$ cat config.mk
export PLATFORM = sky130hd
export DESIGN_NAME = fractional_rate_timer_with_alarm
export DESIGN_NICKNAME = d
export VERILOG_FILES = /design/src/hw/rtl/frt_pkg.sv /design/src/hw/rtl/frt_div.sv /design/src/hw/rtl/fractional_rate_timer_with_alarm.sv
export SDC_FILE = /design/constraint.sdc
export NUM_CORES = 1
export LEC_CHECK = 0
export ABC_CLOCK_PERIOD_IN_PS = 15100
export BUFFER_PORTS_ARGS = -buffer_cell sky130_fd_sc_hd__buf_2
export CAP_MARGIN = 20
export CORE_ASPECT_RATIO = 2
export CORE_MARGIN = 3
export CORE_UTILIZATION = 60
export CTS_CLUSTER_DIAMETER = 40
export DETAILED_ROUTE_END_ITERATION = 8
export PLACE_DENSITY = 0.88
export SLEW_MARGIN = 15
export SYNTH_ARGS = -nofsm -noshare
export SYNTH_HDL_FRONTEND = slang
export SYNTH_SLANG_ARGS = --single-unit
export TNS_END_PERCENT = 1
$ cat constraint.sdc
create_clock -name clk_i -period 15.1 [get_ports clk_i]
set_input_delay 3.775 -clock clk_i [delete_from_list [all_inputs] [get_ports clk_i]]
set_output_delay 3.775 -clock clk_i [all_outputs]
set_load 0.005 [all_outputs]
$ cat src/hw/rtl/frt_pkg.sv
// ----------------------------------------------------------------------------
// Fractional-rate timer package
// Shared codes, masks and types for the timer, its divider and its checker.
// ----------------------------------------------------------------------------
package frt_pkg;

  // Item kinds carried in the low bits of the input tuser.
  localparam logic [1:0] ModeRead  = 2'd0;
  localparam logic [1:0] ModeWrite = 2'd1;
  localparam logic [1:0] ModeTick  = 2'd2;
  // Unused kind: changes nothing and reads zero.
  localparam logic [1:0] ModeNone  = 2'd3;

  // Register selectors.
  localparam logic [2:0] RegIntr     = 3'd0;
  localparam logic [2:0] RegIntrEn   = 3'd1;
  localparam logic [2:0] RegNum      = 3'd2;
  localparam logic [2:0] RegDen      = 3'd3;
  localparam logic [2:0] RegTimeLow  = 3'd4;
  localparam logic [2:0] RegTimeHigh = 3'd5;
  localparam logic [2:0] RegAlarm    = 3'd6;
  localparam logic [2:0] RegNone     = 3'd7;

  // Field widths.
  localparam int unsigned RateW  = 16;
  localparam int unsigned WordW  = 32;
  localparam int unsigned TimeW  = 64;

  // Time halves and the alarm keep bits 31:5 only.
  localparam logic [WordW-1:0] TimeKeepMask = 32'hFFFF_FFE0;
  localparam logic [WordW-1:0] RateMask     = 32'h0000_FFFF;
  localparam logic [WordW-1:0] AlarmBit     = 32'h0000_0001;

  // Divider status seen by the sequencer.
  typedef struct packed {
    logic busy;
    logic done;
  } div_stat_t;

endpackage

$ cat src/hw/rtl/frt_div.sv
// ----------------------------------------------------------------------------
// Iterative divider
// Restoring 32-by-16 unsigned division, two quotient bits per cycle.
// ----------------------------------------------------------------------------
module frt_div (
  input  logic                            clk_i,
  input  logic                            rst_ni,
  input  logic                            start_i,
  input  logic [frt_pkg::WordW-1:0]       dividend_i,
  input  logic [frt_pkg::RateW-1:0]       divisor_i,
  output logic [frt_pkg::WordW-1:0]       quotient_o,
  output frt_pkg::div_stat_t              stat_o
);

  localparam int unsigned Steps = frt_pkg::WordW / 2;
  localparam int unsigned CntW  = $clog2(Steps);

  logic [frt_pkg::RateW-1:0] rem_q, rem_d;
  logic [frt_pkg::WordW-1:0] quo_q, quo_d;
  logic [frt_pkg::RateW-1:0] den_q, den_d;
  logic [CntW-1:0]           cnt_q, cnt_d;
  logic                      busy_q, busy_d;
  logic                      done_q, done_d;

  logic [frt_pkg::RateW:0]   trial1, trial2, den_ext;
  logic [frt_pkg::RateW-1:0] rem1, rem2;
  logic                      ge1, ge2;

  // Two dependent restoring steps: shift in a dividend bit, subtract if it fits.
  always_comb begin
    den_ext = {1'b0, den_q};
    trial1  = {rem_q, quo_q[frt_pkg::WordW-1]};
    ge1     = (trial1 >= den_ext);
    rem1    = ge1 ? 16'(trial1 - den_ext) : trial1[frt_pkg::RateW-1:0];
    trial2  = {rem1, quo_q[frt_pkg::WordW-2]};
    ge2     = (trial2 >= den_ext);
    rem2    = ge2 ? 16'(trial2 - den_ext) : trial2[frt_pkg::RateW-1:0];
  end

  // Iteration control.
  always_comb begin
    rem_d  = rem_q;
    quo_d  = quo_q;
    den_d  = den_q;
    cnt_d  = cnt_q;
    busy_d = busy_q;
    done_d = 1'b0;
    if (start_i) begin
      rem_d  = '0;
      quo_d  = dividend_i;
      den_d  = divisor_i;
      cnt_d  = '0;
      busy_d = 1'b1;
    end else if (busy_q) begin
      rem_d = rem2;
      quo_d = {quo_q[frt_pkg::WordW-3:0], ge1, ge2};
      cnt_d = cnt_q + 1'b1;
      if (cnt_q == CntW'(Steps - 1)) begin
        busy_d = 1'b0;
        done_d = 1'b1;
      end
    end
  end

  always_ff @(posedge clk_i or negedge rst_ni) begin
    if (!rst_ni) begin
      cnt_q  <= '0;
      busy_q <= 1'b0;
      done_q <= 1'b0;
    end else begin
      cnt_q  <= cnt_d;
      busy_q <= busy_d;
      done_q <= done_d;
    end
  end

  // Datapath registers need no reset.
  always_ff @(posedge clk_i) begin
    rem_q <= rem_d;
    quo_q <= quo_d;
    den_q <= den_d;
  end

  assign quotient_o  = quo_q;
  assign stat_o.busy = busy_q;
  assign stat_o.done = done_q;

endmodule

$ cat src/hw/rtl/fractional_rate_timer_with_alarm.sv
// ----------------------------------------------------------------------------
// Fractional-rate timer with alarm
// 64-bit time count advanced by scaled tick counts, with an alarm compare.
// ----------------------------------------------------------------------------
// Usage:
// Items arrive on the slave stream. The tuser kind says whether a beat is a
// bus read, a bus write or a timer tick; bus beats name a register and carry
// write data, tick beats carry a count of elapsed base clock cycles.
// Every beat produces exactly one result beat on the master stream with the
// read data (zero unless a read) and the alarm status and interrupt flags.
// Reads, writes, unused kinds and ticks while the numerator or denominator
// is zero finish at once: the result is valid the cycle after acceptance,
// one item per cycle while the receiver takes each result. A tick with both
// nonzero runs a multiply, a 16-step iterative divide (two quotient bits a
// cycle), a 64-bit add and the alarm compare through the states Mul, DivLoad,
// Div, Add and Cmp; the next beat waits until the sequencer is back in idle.
// Input ready drops while a tick is in work and while a result is stalled by
// the receiver; a stalled result holds its payload.
// Reset zeroes the architectural registers and empties the output register.
// ----------------------------------------------------------------------------
module fractional_rate_timer_with_alarm (
  input  logic        clk_i,
  input  logic        rst_ni,
  input  logic        s_axis_tvalid_i,
  output logic        s_axis_tready_o,
  // write_data [31:0], elapsed_cycles [47:32]
  input  logic [47:0] s_axis_tdata_i,
  // mode [1:0], reg_select [4:2]
  input  logic [4:0]  s_axis_tuser_i,
  output logic        m_axis_tvalid_o,
  input  logic        m_axis_tready_i,
  // read_data [31:0]
  output logic [31:0] m_axis_tdata_o,
  // alarm_pending [0], irq [1]
  output logic [1:0]  m_axis_tuser_o
);

  localparam logic [2:0] StIdle    = 3'd0;
  localparam logic [2:0] StMul     = 3'd1;
  localparam logic [2:0] StDivLoad = 3'd2;
  localparam logic [2:0] StDiv     = 3'd3;
  localparam logic [2:0] StAdd     = 3'd4;
  localparam logic [2:0] StCmp     = 3'd5;

  logic [2:0] state_q, state_d;

  // Architectural registers.
  logic                          flag_q, flag_d;
  logic                          en_q, en_d;
  logic [frt_pkg::RateW-1:0]     num_q, num_d;
  logic [frt_pkg::RateW-1:0]     den_q, den_d;
  logic [frt_pkg::TimeW-1:0]     time_q, time_d;
  logic [frt_pkg::WordW-1:0]     alarm_q, alarm_d;

  // Tick datapath.
  logic [frt_pkg::RateW-1:0]     cyc_q, cyc_d;
  logic [frt_pkg::WordW-1:0]     prod_q, prod_d;
  logic [frt_pkg::WordW-1:0]     quotient;
  frt_pkg::div_stat_t            div_stat;

  // Output register.
  logic                          m_valid_q, m_valid_d;
  logic [frt_pkg::WordW-1:0]     m_data_q, m_data_d;
  logic [1:0]                    m_user_q, m_user_d;

  logic                          accept;
  logic                          out_load;
  logic [frt_pkg::WordW-1:0]     rd_value;
  logic [1:0]                    in_mode;
  logic [2:0]                    in_sel;
  logic [frt_pkg::WordW-1:0]     in_data;
  logic [frt_pkg::RateW-1:0]     in_cycles;
  logic                          alarm_reached;

  assign in_data   = s_axis_tdata_i[31:0];
  assign in_cycles = s_axis_tdata_i[47:32];
  assign in_mode   = s_axis_tuser_i[1:0];
  assign in_sel    = s_axis_tuser_i[4:2];

  assign s_axis_tready_o = (state_q == StIdle) && (!m_valid_q || m_axis_tready_i);
  assign accept          = s_axis_tvalid_i && s_axis_tready_o;

  // Divider for the rate scaling.
  frt_div u_div (
    .clk_i      (clk_i),
    .rst_ni     (rst_ni),
    .start_i    (state_q == StDivLoad),
    .dividend_i (prod_q),
    .divisor_i  (den_q),
    .quotient_o (quotient),
    .stat_o     (div_stat)
  );

  // Register read mux.
  always_comb begin
    unique case (in_sel)
      frt_pkg::RegIntr:     rd_value = {31'd0, flag_q};
      frt_pkg::RegIntrEn:   rd_value = {31'd0, en_q};
      frt_pkg::RegNum:      rd_value = {16'd0, num_q};
      frt_pkg::RegDen:      rd_value = {16'd0, den_q};
      frt_pkg::RegTimeLow:  rd_value = time_q[31:0];
      frt_pkg::RegTimeHigh: rd_value = time_q[63:32];
      frt_pkg::RegAlarm:    rd_value = alarm_q;
      default:              rd_value = '0;
    endcase
  end

  // The time count is compared against the zero-extended alarm.
  assign alarm_reached = (time_q[63:32] != 32'd0) || (time_q[31:0] >= alarm_q);

  // Sequencer and register updates.
  always_comb begin
    state_d  = state_q;
    flag_d   = flag_q;
    en_d     = en_q;
    num_d    = num_q;
    den_d    = den_q;
    time_d   = time_q;
    alarm_d  = alarm_q;
    cyc_d    = cyc_q;
    prod_d   = prod_q;
    out_load = 1'b0;
    m_data_d = m_data_q;

    unique case (state_q)
      StIdle: begin
        if (accept) begin
          m_data_d = '0;
          unique case (in_mode)
            frt_pkg::ModeRead: begin
              m_data_d = rd_value;
              out_load = 1'b1;
            end
            frt_pkg::ModeWrite: begin
              out_load = 1'b1;
              unique case (in_sel)
                frt_pkg::RegIntr: begin
                  if ((in_data & frt_pkg::AlarmBit) != '0) flag_d = 1'b0;
                end
                frt_pkg::RegIntrEn:   en_d = in_data[0];
                frt_pkg::RegNum:      num_d = in_data[15:0];
                frt_pkg::RegDen: begin
                  den_d = (in_data == '0) ? 16'd1 : in_data[15:0];
                end
                frt_pkg::RegTimeLow: begin
                  time_d = {time_q[63:32], in_data & frt_pkg::TimeKeepMask};
                end
                frt_pkg::RegTimeHigh: begin
                  time_d = {in_data & frt_pkg::TimeKeepMask, time_q[31:0]};
                end
                frt_pkg::RegAlarm:    alarm_d = in_data & frt_pkg::TimeKeepMask;
                default: ;
              endcase
            end
            frt_pkg::ModeTick: begin
              if (num_q != '0 && den_q != '0) begin
                cyc_d   = in_cycles;
                state_d = StMul;
              end else begin
                out_load = 1'b1;
              end
            end
            default: out_load = 1'b1;
          endcase
        end
      end
      StMul: begin
        prod_d  = {16'd0, cyc_q} * {16'd0, num_q};
        state_d = StDivLoad;
      end
      StDivLoad: state_d = StDiv;
      StDiv: begin
        if (div_stat.done) state_d = StAdd;
      end
      StAdd: begin
        time_d  = time_q + {32'd0, quotient};
        state_d = StCmp;
      end
      StCmp: begin
        if (alarm_reached) flag_d = 1'b1;
        m_data_d = '0;
        out_load = 1'b1;
        state_d  = StIdle;
      end
      default: state_d = StIdle;
    endcase

    m_user_d  = out_load ? {flag_d & en_d, flag_d} : m_user_q;
    m_valid_d = out_load ? 1'b1 : (m_valid_q && !m_axis_tready_i);
  end

  always_ff @(posedge clk_i or negedge rst_ni) begin
    if (!rst_ni) begin
      state_q   <= StIdle;
      flag_q    <= 1'b0;
      en_q      <= 1'b0;
      num_q     <= '0;
      den_q     <= '0;
      time_q    <= '0;
      alarm_q   <= '0;
      m_valid_q <= 1'b0;
    end else begin
      state_q   <= state_d;
      flag_q    <= flag_d;
      en_q      <= en_d;
      num_q     <= num_d;
      den_q     <= den_d;
      time_q    <= time_d;
      alarm_q   <= alarm_d;
      m_valid_q <= m_valid_d;
    end
  end

  // Payload registers need no reset.
  always_ff @(posedge clk_i) begin
    cyc_q    <= cyc_d;
    prod_q   <= prod_d;
    m_data_q <= m_data_d;
    m_user_q <= m_user_d;
  end

  assign m_axis_tvalid_o = m_valid_q;
  assign m_axis_tdata_o  = m_data_q;
  assign m_axis_tuser_o  = m_user_q;

endmodule

* Word-level counts from Yosys, hierarchy flattened
Cells that the tools add are included.
** Storage, ports and cells
- Flip-flop bits (word level) :: 281
- Output and inout bits :: 36
- Word-level logic and storage cells :: 118
** Cells by class
- Add/subtract/negate cells :: 4
- Multipliers :: 1
- Order comparisons :: 3
- Equality and inequality tests :: 23
- Muxes and demuxes :: 41
- Bitwise gates (word level) :: 1
- Reduce and logical (&&, ||, !) cells :: 26
** Operators by type and width (count)
- one-hot mux 64 bit (2 select lines) :: 2
- one-hot mux 32 bit (7 select lines) :: 1
- 2-to-1 mux 32 bit :: 4
- 2-to-1 mux 64 bit :: 2
- adder 64 x 32 -> 64 bit :: 1
- one-hot mux 32 bit (2 select lines) :: 1
- 2-to-1 mux 16 bit :: 3
- greater-or-equal comparator 17 x 16 -> 1 bit :: 2
- greater-or-equal comparator 32 bit :: 1
- logical NOT 32 bit :: 1
- multiplier 16 x 16 -> 32 bit :: 1
- nonzero test 16 bit :: 2
- nonzero test 32 bit :: 1
- subtractor 16 bit :: 2
- AND reduction 4 bit :: 5
- 2-to-1 mux 1 bit :: 19
- equality test 3 bit, second input constant :: 5
- one-hot mux 3 bit (5 select lines) :: 1
- equality test 3 x 2 -> 1 bit, second input constant :: 4
- 2-to-1 mux 3 bit :: 4
- != test 2 x 1 -> 1 bit, second input constant :: 6
- AND reduction 5 bit :: 2
- 2-to-1 mux 4 bit :: 2
- equality test 3 x 1 -> 1 bit, second input constant :: 2
- other kinds (14) :: 25

* Depth between registers and ports, before layout
- Depth after elaboration :: 7
- Gate-level depth with buffers :: 25

* By module
A second synthesis with hierarchy kept.
** Unflattened totals
- Cells, all modules :: 2663
- Area total of the unflattened synthesis :: 25194.2 um^2
** By module, submodules not included
- fractional_rate_timer_with_alarm :: times used 1, cells an instance 2196, area each 20475.9 um^2, sequential area each 5690.5 um^2
- frt_div :: times used 1, cells an instance 467, area each 4718.3 um^2, sequential area each 1911.8 um^2

* Least setup slack after synthesis
Ideal clock, no wire load.
- Kind :: input to output
- From :: in m_axis_tready_i
- To :: out s_axis_tready_o
- Arrival time :: 4157 ps
- Required time :: 11325 ps
- Path slack :: 7168 ps
- Stages on the path :: 2
- Path through :: nor2b_1 -> nor4_1
** Between the ends
- Word-level cells in the longest chain between the ends :: 2
** RTL lines
- start, declared :: RTL line fractional_rate_timer_with_alarm.sv:31 : input logic m_axis_tready_i,
- logical OR 1 bit :: RTL line fractional_rate_timer_with_alarm.sv:80 : assign s_axis_tready_o = (state_q == StIdle) && (!m_valid_q || m_axis_tready_i);
- logical AND 1 bit :: RTL line fractional_rate_timer_with_alarm.sv:80
- end, declared :: RTL line fractional_rate_timer_with_alarm.sv:25 : output logic s_axis_tready_o,
No other way between the ends.

* Worst setup path after layout
Same ends and word-level chain as after synthesis.

==> flow_summary.yaml <==
worst_setup_path:
  start_kind: "input pin"
  path_max_fanout: 3
  worstSetupPathType: "in -> out"
  reg2reg_slack_ns: 7.82
  cp_data_arrival_time_ns: 4.47
  r2r-end: "prod_q[30]"
  cp-startpoint: "m_axis_tready_i"
  crit_path_end_kind: "output pin"
  cp.required_ns: 11.32
  r2r_start: "num_q[6]"
  cp-endpoint: "s_axis_tready_o"
  reg2reg_depth: 22
logic_synthesis:
  synth_top_cell_area_share: 0.161
  synth_edf_count: 130
  synth-seq-area-share: 0.311
  synth_fp_nets: 3024
  synth_warnings: 0
  synth_area_leaders: "fa_1, edfxtp_1, dfrtp_1"
  synthCells: 2574
  async_flop_share: 0.480
  synth_top_area_cell: "fa_1"
  synth.distinct_cells: 82
  netlist_area_um2: 24500
  synth_flop_cell: "dfrtp_1"
  ys_ff_latch: 281
  syn_area_per_cell_um2: 9.50
cells_and_area:
  layout_commonest_cell: "nand2_1"
  finalNonFillerCells: 3152
  final_cell_mix: "nand2_1, inv_1, fa_1"
  final_cell_area_um2: 26300
  drive_above_1_share: 0.0939
  final_util: 0.655
  area_growth_pct: 7.59
  final_nets: 3044
clock_network:
  worstSkewPairLatency_ns: 0.61
  cts_tree: "built"
  holdBufCountCts: 0
  clock-sinks: 281
  cts.clk_slew.worst_paths_ns: 0.07
  post_cts_resized: 0
  postCtsSetupRepairBufs: 0
  htreeDepth: 1
  ctsRootBufferMaster: "clkbuf_16"
  numCtsBuffers: 31
  cts_max_path_buffers: 3
routing:
  vias: 20000
  wl_per_cell_um: 22.7
  drtIter0Drc: 1571
  vias_per_cell: 6.34
  routed_wl_um: 71500
  firstDrtPassIters: 5
  final_antenna_net_count: 0
  drc: 0
place:
  dp_slack_ns: 6.84
  port_buffers: 92
  placed_cell_area_um2: 25300
  dp.cells: 3091
  gp_congestion: 1.00
  dpl.hpwl_um: 53400
global_routing:
  grt_max_degree: 70
  gr-total-overflow: 0
  antenna_found_initial: 2
  grt_pass1_vias: 21300
  grt_usage: 0.328
  grt_pass1_wl_um: 111000
job:
  maxCapViolCount: 0
pwr:
  leakagePower_nw: 12.4
  pwr-share-comb: 0.545
  peakVddDrop_mv: 0.131
  intPower_mw: 2.36
  power.switching_mw: 1.84
  seq_power_share: 0.271
  clockPowerShare: 0.185
  p_per_area_nw_per_um2: 160
  swShare: 0.438
die:
  dieArea_um2: 43400
  die_w_um: 149
  start_util: 0.608
  dieHeight_um: 292
  core_area_um2: 40200
  io_pins: 93
  rows: 104
sta:
  max_freq_ghz: 0.121
  worstMarginPinSlew_ns: 1.15
  setup_tns_ns: 0
  slew_violations: 0
  setup_ws_ns: 6.86
  skew_ns: 0.0354
  timing.final.crit_share: 0.546
  finalWorstPathRequiredPeriod_ns: 8.24
  relSlewSlack: 0.230
  hold_viol: 0
  rsz0062_at_grt: "false"
  setup_viol: 0
worst_hold_path:
  hold_path.class: "reg -> reg"
  holdPathStages: 2
status:
  outcome: "finished clean"
==> cells by family (layout without fill, tap and decap cells) <==
family | after synthesis | after routing | synth area share
XOR/XNOR | 81 | 81 | 0.0290
adder cells (fa/ha/maj) | 393 | 393 | 0.261
buffers and inverters | 422 | 467 | 0.0657
AO/OA/AOI/OAI | 454 | 454 | 0.126
flip-flops | 281 | 281 | 0.311
multiplexers | 100 | 100 | 0.0439
other | 0 | 3 | 0
AND/OR/NAND/NOR | 843 | 843 | 0.163
==> Yosys cell counts, types with 7 or more instances <==
cell type / number
nor4_1: 28
dfxtp_1: 16
mux2i_1: 42
nand2_1: 341
and3_1: 26
o22ai_1: 8
clkbuf_1: 105
nand2b_1: 8
a222oi_1: 11
dfrtp_1: 135
o211ai_1: 16
a311oi_1: 22
edfxtp_1: 130
xnor2_1: 56
or3_1: 13
a21o_1: 45
o21a_1: 15
xor2_1: 25
a31oi_1: 16
buf_2: 7
a211oi_1: 23
o21ai_0: 81
a21oi_1: 114
a221oi_1: 23
nor3_1: 28
o21bai_1: 10
a22o_1: 14
nand3_1: 35
ha_1: 196
inv_1: 300
and2_1: 123
nand4_1: 28
nor2b_1: 13
fa_1: 197
nor2_1: 172
mux2_2: 58
==> per-layer routing <==
layer / wire, µm / up-vias / track usage
met2: 36400 / 1013 / 0.574
met3: 4950 / 410 / 0.0551
met5: 0 / - / 0
met1: 22600 / 9711 / 0.335
li1: - / 8863 / -
met4: 7570 / 0 / 0.279
==> layout make-up <==
type	count	area (µm²)
Tap cell	530	663
Timing Repair Buffer	108	591
Clock buffer	31	776
Multi-Input combinational cell	1871	15300
Inverter	301	1130
Antenna cell	3	7.51
Sequential cell	281	7600
Clock inverter	27	272
Fill cell	3050	13900
==> power by group through the flow <==
stage | clock, mW | combinational, mW | sequential [mW]
detailed placement | 0 | 2.23 | 1.14
global placement | 0 | 2.14 | 1.13
floorplan | 0 | 1.76 | 1.06
finish | 0.776 | 2.29 | 1.14
CTS | 0.783 | 2.26 | 1.13
global route | 0.815 | 2.52 | 1.15
==> worst max-delay path, cell delays in order <==
cell     delay, ns
buf_2         0.07
nor2b_1       0.04
nor4_1        0.37
buf_2         0.21
==> worst min path at each step <==
stage	end	slack (ns)	start
after floorplan	u_div.den_q[12]	0.46	den_q[12]
after global placement	u_div.den_q[14]	0.48	den_q[14]
after detailed placement	u_div.den_q[15]	0.48	den_q[15]
after CTS	u_div.quotient_o[3]	0.50	prod_q[3]
after global routing	u_div.quotient_o[16]	0.52	prod_q[16]
final	u_div.quotient_o[14]	0.50	prod_q[14]
==> state kept, by name, summed over array words and instances (netlist names) <==
| signal | count |
|---|---|
| time_q | 64 |
| m_axis_tdata_o | 32 |
| prod_q | 32 |
| u_div.quotient_o | 32 |
| alarm_q | 27 |
| cyc_q | 16 |
| den_q | 16 |
| num_q | 16 |
| u_div.den_q | 16 |
| u_div.rem_q | 16 |
| u_div.cnt_q | 4 |
| state_q | 3 |
| m_axis_tuser_o | 2 |
| en_q | 1 |
| flag_q | 1 |
| m_axis_tvalid_o | 1 |
| u_div.busy_q | 1 |
| u_div.done_q | 1 |
==> per-stage QoR <==
stage / power, mW / hold slack, ns
after floorplan: 2.82 / 0.458
after global placement: 3.28 / 0.483
after detailed placement: 3.37 / 0.481
after CTS: 4.16 / 0.502
after global routing: 4.48 / 0.516
final: 4.20 / 0.502
(Power assumes the default switching activity.)
